===== config.mk =====
export PLATFORM = sky130hd
export DESIGN_NAME = dsv_field_tokenizer
export DESIGN_NICKNAME = d
export VERILOG_FILES = /design/src/hw/rtl/dsvt_pkg.sv /design/src/hw/rtl/dsvt_in_stage.sv /design/src/hw/rtl/dsvt_parse.sv /design/src/hw/rtl/dsvt_out_stage.sv /design/src/hw/rtl/dsv_field_tokenizer.sv
export VERILOG_INCLUDE_DIRS = /design/src /design/src/hw/rtl
export SDC_FILE = /design/constraint.sdc
export NUM_CORES = 1
export LEC_CHECK = 0
export BUFFER_PORTS_ARGS = -buffer_cell sky130_fd_sc_hd__buf_2
export CORE_ASPECT_RATIO = 0.6
export CORE_MARGIN = 2
export CORE_UTILIZATION = 52
export CTS_CLUSTER_DIAMETER = 40
export CTS_CLUSTER_SIZE = 40
export DETAILED_ROUTE_END_ITERATION = 12
export GPL_ROUTABILITY_DRIVEN = 0
export GPL_TIMING_DRIVEN = 0
export PLACE_DENSITY = 0.78
export SLEW_MARGIN = 40
export SYNTH_ARGS = -nofsm -noshare
export SYNTH_HDL_FRONTEND = slang
export SYNTH_SLANG_ARGS = --single-unit

===== constraint.sdc =====
create_clock -name clk_i -period 2.4 [get_ports clk_i]
set_clock_uncertainty 0.05 [all_clocks]
set_input_delay 0.12 -clock clk_i [delete_from_list [all_inputs] [get_ports clk_i]]
set_output_delay 0.12 -clock clk_i [all_outputs]
set_load 0.05 [all_outputs]

===== src/hw/rtl/dsv_field_tokenizer_defines.svh =====
// assertion macros for the tokenizer top level
`ifndef DSV_FIELD_TOKENIZER_DEFINES_SVH
`define DSV_FIELD_TOKENIZER_DEFINES_SVH

`ifndef NO_ASSERTIONS
// property checked on every clock edge outside reset
`define DSVT_ASSERT(lbl, clk, rstn, prop, msg) \
  lbl: assert property (@(posedge clk) disable iff (!rstn) prop) else $error(msg);
// property checked on every clock edge, reset included
`define DSVT_ASSERT_ALWAYS(lbl, clk, prop, msg) \
  lbl: assert property (@(posedge clk) prop) else $error(msg);
`else
`define DSVT_ASSERT(lbl, clk, rstn, prop, msg)
`define DSVT_ASSERT_ALWAYS(lbl, clk, prop, msg)
`endif

`endif


===== src/hw/rtl/dsvt_pkg.sv =====
// types and constants of the field tokenizer
`default_nettype none

package dsvt_pkg;

  localparam int unsigned ByteW = 8;

  localparam logic [ByteW-1:0] QuoteChar   = 8'h22;
  localparam logic [ByteW-1:0] NewlineChar = 8'h0A;
  localparam logic [ByteW-1:0] DelimReset  = 8'd44;

  // one result item
  typedef struct packed {
    logic [ByteW-1:0] out_byte;
    logic             is_data;
    logic             field_end;
    logic             row_end;
  } res_t;

  // what the parser hands to the output register
  typedef struct packed {
    logic has_res;
    res_t res;
  } step_t;

endpackage

`default_nettype wire


===== src/hw/rtl/dsvt_in_stage.sv =====
// input register of the field tokenizer
`default_nettype none

module dsvt_in_stage
  import dsvt_pkg::*;
(
  input  wire logic             clk_i,
  input  wire logic             rst_ni,
  input  wire logic             in_valid_i,
  output logic                  in_ready_o,
  input  wire logic [ByteW-1:0] in_byte_i,
  input  wire logic             end_of_stream_i,
  input  wire logic             pop_i,
  output logic                  item_valid_o,
  output logic [ByteW-1:0]      item_byte_o,
  output logic                  item_eos_o
);

  logic             valid_q, valid_d;
  logic [ByteW-1:0] byte_q;
  logic             eos_q;
  logic             accept;

  // room when empty or when the held item leaves this cycle
  assign in_ready_o = !valid_q || pop_i;
  assign accept     = in_valid_i && in_ready_o;

  always_comb begin
    valid_d = valid_q;
    if (accept) begin
      valid_d = 1'b1;
    end else if (pop_i) begin
      valid_d = 1'b0;
    end
  end

  always_ff @(posedge clk_i or negedge rst_ni) begin
    if (!rst_ni) begin
      valid_q <= 1'b0;
    end else begin
      valid_q <= valid_d;
    end
  end

  // payload, no reset
  always_ff @(posedge clk_i) begin
    if (accept) begin
      byte_q <= in_byte_i;
      eos_q  <= end_of_stream_i;
    end
  end

  assign item_valid_o = valid_q;
  assign item_byte_o  = byte_q;
  assign item_eos_o   = eos_q;

endmodule

`default_nettype wire


===== src/hw/rtl/dsvt_parse.sv =====
// per-byte tokenizer logic with quote state and delimiter register
`default_nettype none

module dsvt_parse
  import dsvt_pkg::*;
(
  input  wire logic             clk_i,
  input  wire logic             rst_ni,
  input  wire logic             cfg_valid_i,
  input  wire logic [ByteW-1:0] cfg_data_i,
  input  wire logic [ByteW-1:0] item_byte_i,
  input  wire logic             item_eos_i,
  input  wire logic             advance_i,
  output step_t                 step_o
);

  logic [ByteW-1:0] delim_q;
  logic             in_quotes_q, in_quotes_d;
  logic             quote_pending_q, quote_pending_d;
  logic             row_started_q, row_started_d;
  logic             is_quote;
  logic             quoted_eff;
  step_t            step;

  assign is_quote = (item_byte_i == QuoteChar);

  // a pending quote followed by another byte closed the quoted section
  assign quoted_eff = in_quotes_q && !(quote_pending_q && !is_quote);

  // decode one byte
  always_comb begin
    step            = '0;
    in_quotes_d     = quoted_eff;
    quote_pending_d = 1'b0;
    row_started_d   = 1'b1;
    if (item_eos_i) begin
      in_quotes_d               = 1'b0;
      row_started_d             = 1'b0;
      step.has_res              = row_started_q;
      step.res.field_end        = 1'b1;
      step.res.row_end          = 1'b1;
    end else if (quote_pending_q && is_quote) begin
      // doubled quote inside quotes
      step.has_res              = 1'b1;
      step.res.out_byte         = QuoteChar;
      step.res.is_data          = 1'b1;
    end else if (quoted_eff) begin
      if (is_quote) begin
        quote_pending_d         = 1'b1;
      end else begin
        step.has_res            = 1'b1;
        step.res.out_byte       = item_byte_i;
        step.res.is_data        = 1'b1;
      end
    end else if (is_quote) begin
      in_quotes_d               = 1'b1;
    end else if (item_byte_i == delim_q) begin
      step.has_res              = 1'b1;
      step.res.field_end        = 1'b1;
    end else if (item_byte_i == NewlineChar) begin
      row_started_d             = 1'b0;
      step.has_res              = 1'b1;
      step.res.field_end        = 1'b1;
      step.res.row_end          = 1'b1;
    end else begin
      step.has_res              = 1'b1;
      step.res.out_byte         = item_byte_i;
      step.res.is_data          = 1'b1;
    end
  end

  assign step_o = step;

  // tokenizer state, moves when the held item leaves the input register
  always_ff @(posedge clk_i or negedge rst_ni) begin
    if (!rst_ni) begin
      in_quotes_q     <= 1'b0;
      quote_pending_q <= 1'b0;
      row_started_q   <= 1'b0;
    end else if (advance_i) begin
      in_quotes_q     <= in_quotes_d;
      quote_pending_q <= quote_pending_d;
      row_started_q   <= row_started_d;
    end
  end

  // delimiter register
  always_ff @(posedge clk_i or negedge rst_ni) begin
    if (!rst_ni) begin
      delim_q <= DelimReset;
    end else if (cfg_valid_i) begin
      delim_q <= cfg_data_i;
    end
  end

endmodule

`default_nettype wire


===== src/hw/rtl/dsvt_out_stage.sv =====
// result register of the field tokenizer
`default_nettype none

module dsvt_out_stage
  import dsvt_pkg::*;
(
  input  wire logic clk_i,
  input  wire logic rst_ni,
  input  wire logic load_i,
  input  res_t      res_i,
  input  wire logic out_ready_i,
  output logic      can_load_o,
  output logic      out_valid_o,
  output res_t      res_o
);

  logic valid_q, valid_d;
  res_t res_q;

  // free when empty or when the held result transfers now
  assign can_load_o = !valid_q || out_ready_i;

  always_comb begin
    valid_d = valid_q;
    if (load_i) begin
      valid_d = 1'b1;
    end else if (out_ready_i) begin
      valid_d = 1'b0;
    end
  end

  always_ff @(posedge clk_i or negedge rst_ni) begin
    if (!rst_ni) begin
      valid_q <= 1'b0;
    end else begin
      valid_q <= valid_d;
    end
  end

  always_ff @(posedge clk_i) begin
    if (load_i) begin
      res_q <= res_i;
    end
  end

  assign out_valid_o = valid_q;
  assign res_o       = res_q;

endmodule

`default_nettype wire


===== src/hw/rtl/dsv_field_tokenizer.sv =====
// Streaming tokenizer for delimiter-separated text with double-quote quoting.
// Input channel (in_valid_i/in_ready_o): one text byte per transfer, or an
// end-of-stream marker (end_of_stream_i high, byte ignored) that closes an
// unfinished row. Output channel (out_valid_o/out_ready_i): zero or one
// result per input byte, either a data byte (is_data_o) or a boundary
// (field_end_o, with row_end_o at a newline or end of stream).
// Config channel (cfg_valid_i/cfg_ready_o): writes the delimiter byte,
// always ready; write only while the block is idle.
// Path: a byte is held in the input register, decoded, and its result is
// loaded into the result register, from which it transfers on the output.
// Throughput: one byte per cycle unless the output stalls; the byte decode
// and the quote state update sit in one short stage between both registers.
// Reset: delimiter returns to a comma, quote and row state clear, both
// registers empty.
// Stall: while out_ready_i is low the result holds; a byte with a result then
// waits in the input register and in_ready_o drops until the result transfers.
// Bytes that give no result (quotes) pass without waiting on the output.
`default_nettype none
`include "dsv_field_tokenizer_defines.svh"

module dsv_field_tokenizer
  import dsvt_pkg::*;
(
  input  wire logic             clk_i,
  input  wire logic             rst_ni,
  input  wire logic             cfg_valid_i,
  output logic                  cfg_ready_o,
  input  wire logic [ByteW-1:0] cfg_data_i,
  input  wire logic             in_valid_i,
  output logic                  in_ready_o,
  input  wire logic [ByteW-1:0] in_byte_i,
  input  wire logic             end_of_stream_i,
  output logic                  out_valid_o,
  input  wire logic             out_ready_i,
  output logic [ByteW-1:0]      out_byte_o,
  output logic                  is_data_o,
  output logic                  field_end_o,
  output logic                  row_end_o
);

  logic             item_valid;
  logic [ByteW-1:0] item_byte;
  logic             item_eos;
  logic             pop;
  logic             load;
  logic             can_load;
  step_t            step;
  res_t             res;

  assign cfg_ready_o = 1'b1;

  // held item leaves when it has no result or the result register is free
  assign pop  = item_valid && (!step.has_res || can_load);
  assign load = pop && step.has_res;

  dsvt_in_stage u_in (
    .clk_i           (clk_i),
    .rst_ni          (rst_ni),
    .in_valid_i      (in_valid_i),
    .in_ready_o      (in_ready_o),
    .in_byte_i       (in_byte_i),
    .end_of_stream_i (end_of_stream_i),
    .pop_i           (pop),
    .item_valid_o    (item_valid),
    .item_byte_o     (item_byte),
    .item_eos_o      (item_eos)
  );

  dsvt_parse u_parse (
    .clk_i       (clk_i),
    .rst_ni      (rst_ni),
    .cfg_valid_i (cfg_valid_i),
    .cfg_data_i  (cfg_data_i),
    .item_byte_i (item_byte),
    .item_eos_i  (item_eos),
    .advance_i   (pop),
    .step_o      (step)
  );

  dsvt_out_stage u_out (
    .clk_i       (clk_i),
    .rst_ni      (rst_ni),
    .load_i      (load),
    .res_i       (step.res),
    .out_ready_i (out_ready_i),
    .can_load_o  (can_load),
    .out_valid_o (out_valid_o),
    .res_o       (res)
  );

  assign out_byte_o  = res.out_byte;
  assign is_data_o   = res.is_data;
  assign field_end_o = res.field_end;
  assign row_end_o   = res.row_end;

  // checks on the result encoding and the stage handoff
  `DSVT_ASSERT(a_data_xor_bound, clk_i, rst_ni, out_valid_o |-> (is_data_o != field_end_o), "result is neither data nor boundary")
  `DSVT_ASSERT(a_row_has_field, clk_i, rst_ni, (out_valid_o && row_end_o) |-> field_end_o, "row end without field end")
  `DSVT_ASSERT(a_bound_zero, clk_i, rst_ni, (out_valid_o && !is_data_o) |-> (out_byte_o == '0), "boundary carries a byte")
  `DSVT_ASSERT(a_stall_full, clk_i, rst_ni, !in_ready_o |-> (item_valid && step.has_res && out_valid_o && !out_ready_i), "input stalled without a blocked result")
  `DSVT_ASSERT(a_load_lands, clk_i, rst_ni, load |=> out_valid_o, "loaded result not shown")

endmodule

`default_nettype wire

==> results of run 1 <==
[path summary, 6_finish.rpt]
path | slack (ns) | cells past startpoint | to | startpoint
worst min register to register | 0.48 | 1 | u_parse.row_started_q | u_parse.row_started_q
max in group asynchronous | 1.79 | 2 | u_parse.delim_q[2] | rst_ni
worst max-delay path | 0.34 | 4 | u_in.item_byte_o[7] | u_in.item_byte_o[2]
worst max register to register | 0.34 | 4 | u_in.item_byte_o[7] | u_in.item_byte_o[2]
worst min-delay path | 0.03 | 2 | u_parse.delim_q[6] | cfg_data_i[6]
min in group asynchronous | 0.21 | 2 | u_parse.row_started_q | rst_ni
[cell families (layout without fill, tap and decap cells)]
| group | after synthesis | count (layout) | share of synthesized area (%) |
|---|---|---|---|
| buf+inv | 6 | 58 | 1.84 |
| mux | 8 | 8 | 6.02 |
| compound gates | 23 | 23 | 10.8 |
| other cells | 1 | 1 | 0.251 |
| flops | 33 | 33 | 62.1 |
| xor+xnor | 8 | 8 | 4.68 |
| simple gates | 36 | 36 | 14.3 |
[routing by layer]
| metal | track usage (%) | vias up | part of all wire (%) | wire length (um) |
|---|---|---|---|---|
| li1 | - | 536 | - | - |
| met1 | 25.8 | 483 | 49 | 1390 |
| met2 | 29.4 | 48 | 44 | 1260 |
| met3 | 6.64 | 4 | 7.0 | 200 |
| met4 | 7.41 | 0 | 0.42 | 12 |
| met5 | 0 | - | 0 | 0 |
[power by group]
part | switching, mW | internal [mW] | total [mW]
Clock | 0.178 | 0.233 | 0.412
Sequential | 0.0466 | 0.677 | 0.723
Combinational | 0.189 | 0.104 | 0.293
[stage by stage]
| step | utilization [%] | total power [mW] | instance area (um^2) | worst slack (ns) | instances |
|---|---|---|---|---|---|
| after global placement | 60.9 | 0.998 | 1700 | 0.168 | 182 |
| after CTS | 68.1 | 1.44 | 1900 | 0.0826 | 201 |
| after detailed placement | 60.9 | 1.01 | 1700 | 0.0952 | 182 |
| final | 68.3 | 1.43 | 1910 | 0.338 | 201 |
| after global routing | 68.3 | 1.50 | 1910 | 0.203 | 201 |
| after floorplan | - | 0.934 | 1500 | 0.419 | 115 |
[critical path, cell delays in order (launching register included)]
cell and delay, ns:
edfxtp_1 0.48, nor4b_2 0.38, and2_1 0.24, a21oi_1 0.13, nor2b_2 0.41
[repair_timing]
action                                 CTS  global route
endpoints found under the hold margin   23             0
setup endpoints to repair                0             9
hold buffers                            11             0
gates resized for setup                  0             1
[registers in the layout, summed over array words and instances, names as in the netlist]
signal and flops:
u_in.item_eos_o 1, u_parse.quote_pending_q 1, u_in.item_byte_o 8, u_out.res_o 11
u_parse.in_quotes_q 1, u_in.item_valid_o 1, u_parse.row_started_q 1, u_out.out_valid_o 1
u_parse.delim_q 8
[cell usage in the layout, fill, tap and decap left out, types with 2 or more instances in the layout]
cell,Yosys,final
clkbuf_1,1,3
buf_2,1,34
a311oi_1,2,2
a21oi_1,9,9
dfstp_2,3,3
inv_1,2,2
dfrtp_1,10,10
xnor2_1,8,8
nand3_1,4,4
nor2_1,4,3
clkbuf_8,0,6
nand2b_1,2,2
edfxtp_1,20,20
o21ai_0,4,4
nand4_1,3,3
dlygate4sd3_1,0,11
nand2_1,13,13
mux2_2,8,8
[area by class of cell]
| cell class | instances | area share [%] |
|---|---|---|
| Inverter | 3 | 0.590 |
| Sequential cell | 33 | 48.7 |
| Tap cell | 34 | 2.23 |
| Buffer | 3 | 0.852 |
| Multi-Input combinational cell | 76 | 28.5 |
| Timing Repair Buffer | 44 | 14.4 |
| Clock buffer | 8 | 4.72 |
==> impl_metrics.env, run 1 <==
export IMPL_status="complete, no violations"
export IMPL_clkLatencyLatePin_ns=0.28
export IMPL_endpoint_kind="register"
export IMPL_wl_um=2860
export IMPL_chipHeight_um=45.6
export IMPL_ys_ff_latch=33
export IMPL_synth_largest_area_cell="edfxtp_1"
export IMPL_syn_nets=137
export IMPL_grt_use_total_pct=19.3
export IMPL_antenna_found_initial=0
export IMPL_dr_pass1_iters=5
export IMPL_fin_setup_tns_ns=0
export IMPL_hold_class="input pin to register"
export IMPL_worstPathMaxFanout=9
export IMPL_ant_nets=0
export IMPL_drv_cap=0
export IMPL_irDropWorstVdd_mv=0.498
export IMPL_nNetsFinal=188
export IMPL_vias_per_cell=5.33
export IMPL_port_buffers=33
export IMPL_synth_top_cell_area_share_pct=40.1
export IMPL_numCtsBuffers=5
export IMPL_finalMaxSlewViolations=0
export IMPL_yosys_top_cells_count="edfxtp_1, nand2_1, dfrtp_1"
export IMPL_critical_path_required_ns=2.27
export IMPL_die_w_um=73.3
export IMPL_die_area_um2=3340
export IMPL_avgSynthCellArea_um2=13.0
export IMPL_yosys_top_cells_area="edfxtp_1, dfrtp_1, mux2_2, dfstp_2, xnor2_1"
export IMPL_leakage_nw=0.756
export IMPL_synth_edf_count=20
export IMPL_clk_pin_slew_ns=0.06
export IMPL_fillers=212
export IMPL_floorplan_initialDensity_pct=53.5
export IMPL_grt_max_degree=14
export IMPL_placementRows=15
export IMPL_power_density_nw_per_um2=748
export IMPL_yosys_warnings=0
export IMPL_async_flop_share_pct=39.4
export IMPL_wl_per_cell_um=14.2
export IMPL_fin_crit_ns=2.06
export IMPL_synthesis_area_um2=1500
export IMPL_hold_viol=0
export IMPL_vias=1071
export IMPL_ys_flop_type="edfxtp_1"
export IMPL_num_antenna_cells=0
export IMPL_hold_slack_ns=0.0264
export IMPL_ctsRootBufferMaster="clkbuf_8"
export IMPL_rsz0062_at_grt="no"
export IMPL_overflow=0
export IMPL_io_pins=36
export IMPL_cp_start_kind="register"
export IMPL_core_area_um2=2800
export IMPL_crit_arrival_ns=1.93
export IMPL_worstMarginPinSlew_ns=0.540
export IMPL_synth_most_common_cell="edfxtp_1"
export IMPL_grt_pass1_wl_um=4550
export IMPL_dr_first_iter_drc_count=49
export IMPL_area_growth_synth_to_final_pct=27.6
export IMPL_ctsHtreeMaxLevel=2
export IMPL_setup_viol=0
export IMPL_seq_area_um2=930
export IMPL_route_detailed_drc=0
export IMPL_relSlewSlack_pct=63.6
export IMPL_max_clock_freq_mhz=485
export IMPL_path_class="register to register"
export IMPL_cts_setup_buffers=0
export IMPL_yosysSeqAreaShare_pct=62.1
export IMPL_drive_above_1_share_pct=37.1
export IMPL_synth_distinct_cells=36
export IMPL_place_hpwl_um=2090
export IMPL_finalCritPeriodShare_pct=85.9
export IMPL_cts_path_max_buffers=2
export IMPL_cts_sinks=33
export IMPL_grt_pass1_vias=972
export IMPL_cts_tree="yes"
export IMPL_multi_input_area_um2=544
export IMPL_synth_cells=115
No activity file was read; power rests on OpenSTA's default activity.
==> run 2, diff against run 1 <==
CORE_MARGIN = 3   (was 2)
RECOVER_POWER = 25   (was unset)
==> impl_metrics.env, run 2 (synthesis gave the netlist of run 1 again) <==
export IMPL_dr_first_iter_drc_count=91
export IMPL_multi_input_area_um2=544
export IMPL_ff2ff_setup_slack_ns=0.30
export IMPL_layout_commonest_cell="buf_2"
export IMPL_floorplan_initialDensity_pct=57.0
export IMPL_rsz0062_at_grt="no"
export IMPL_finalCritPeriodShare_pct=87.6
export IMPL_clk_pin_slew_ns=0.07
export IMPL_num_antenna_cells=0
export IMPL_overflow=0
export IMPL_grt_use_total_pct=20.2
export IMPL_relSlewSlack_pct=47.2
export IMPL_cp_start_kind="register"
export IMPL_port_buffers=33
export IMPL_wl_per_cell_um=15.4
export IMPL_leakage_nw=0.762
export IMPL_crit_arrival_ns=2.06
export IMPL_route_detailed_drc=0
export IMPL_numCtsBuffers=5
export IMPL_worstMarginPinSlew_ns=0.792
export IMPL_endpoint_kind="register"
export IMPL_clkLatencyLatePin_ns=0.29
export IMPL_max_clock_freq_mhz=476
export IMPL_grt_pass1_vias=1034
export IMPL_mostFrequentLayoutCells="buf_2, edfxtp_1, nand2_1, dlygate4sd3_1, dfrtp_1"
export IMPL_hold_class="input pin to register"
export IMPL_vias_per_cell=5.50
export IMPL_dr_pass1_iters=4
export IMPL_cts_setup_buffers=0
export IMPL_io_pins=36
export IMPL_utilization_pct=73.0
export IMPL_hold_viol=0
export IMPL_nNetsFinal=188
export IMPL_core_area_um2=2630
export IMPL_worstPathMaxFanout=11
export IMPL_place_hpwl_um=2230
export IMPL_vias=1094
export IMPL_irDropWorstVdd_mv=0.452
export IMPL_fin_setup_tns_ns=0
export IMPL_drive_above_1_share_pct=37.7
export IMPL_grt_pass1_wl_um=5050
export IMPL_fillers=178
export IMPL_cts_path_max_buffers=2
export IMPL_status="complete, no violations"
export IMPL_area_growth_synth_to_final_pct=28.1
export IMPL_fin_crit_ns=2.10
export IMPL_chipHeight_um=47.6
export IMPL_grt_max_degree=14
export IMPL_dpl_cell_area_um2=1700
export IMPL_placementRows=14
export IMPL_finalInstanceArea_um2=1920
export IMPL_die_area_um2=3580
export IMPL_die_w_um=75.3
export IMPL_setup_viol=0
export IMPL_ctsRootBufferMaster="clkbuf_8"
export IMPL_drv_cap=0
export IMPL_finalMaxSlewViolations=0
export IMPL_path_class="register to register"
export IMPL_power_density_nw_per_um2=768
export IMPL_ctsHtreeMaxLevel=2
export IMPL_seq_area_um2=930
export IMPL_wl_um=3070
export IMPL_cts_tree="yes"
export IMPL_critical_path_required_ns=2.36
export IMPL_largest_register_ffs=11
export IMPL_antenna_found_initial=0
export IMPL_ant_nets=0
export IMPL_cts_sinks=33
export IMPL_hold_slack_ns=0.00751
run 2: cell count changes in the layout (fill, tap and decap cells not counted), sizes merged:
cell and change:
buf -1, clkinv +1
run 2: timing repair:
item	CTS	global route
endpoints found under the hold margin	23	0
hold buffers	11	0
resized for setup	0	1
setup endpoints to repair	0	9
run 2: critical path: stages, from the launching register on:
cell,delay [ns]
edfxtp_1,0.48
nor4b_2,0.44
nand2_1,0.30
o311ai_2,0.37
nor2_2,0.18
run 2: layout make-up:
type                       count  share of cell area [%]
multi-input combinational     76                    28.4
buffer                         3                   0.849
inverter                       3                   0.587
sequential                    33                    48.5
clock inverter                 1                   0.261
tap                           32                    2.09
clock buffer                   7                    5.03
timing repair buffer          44                    14.3
run 2: worst paths after layout:
kind                                            start                     to  cells after the start
min in group asynchronous                      rst_ni     u_parse.delim_q[0]                      2
worst min register to register  u_parse.row_started_q  u_parse.row_started_q                      1
worst max-delay path              u_in.item_byte_o[2]         u_out.res_o[1]                      4
max in group asynchronous                      rst_ni     u_parse.delim_q[6]                      2
worst max register to register    u_in.item_byte_o[2]         u_out.res_o[1]                      4
worst min-delay path                    cfg_data_i[5]     u_parse.delim_q[5]                      2
run 2: power by group:
group	total [mW]	switching [mW]	internal [mW]
sequential	0.722	0.0451	0.676
combinational	0.294	0.191	0.104
clock	0.457	0.198	0.259
run 2: metal layers:
metal	global-route usage, %	vias up	routed length (um)
met5	0	-	0
met4	9.41	0	62
met3	8.39	9	231
met2	31.1	48	1370
met1	25.4	504	1410
li1	-	533	-
run 2: per-stage QoR:
step | power [mW] | instances | setup WS, ns
floorplan | 0.934 | 115 | 0.419
global placement | 0.996 | 180 | 0.248
detailed placement | 1.01 | 180 | 0.123
CTS | 1.48 | 199 | 0.119
global route | 1.54 | 199 | 0.160
finish | 1.47 | 199 | 0.298
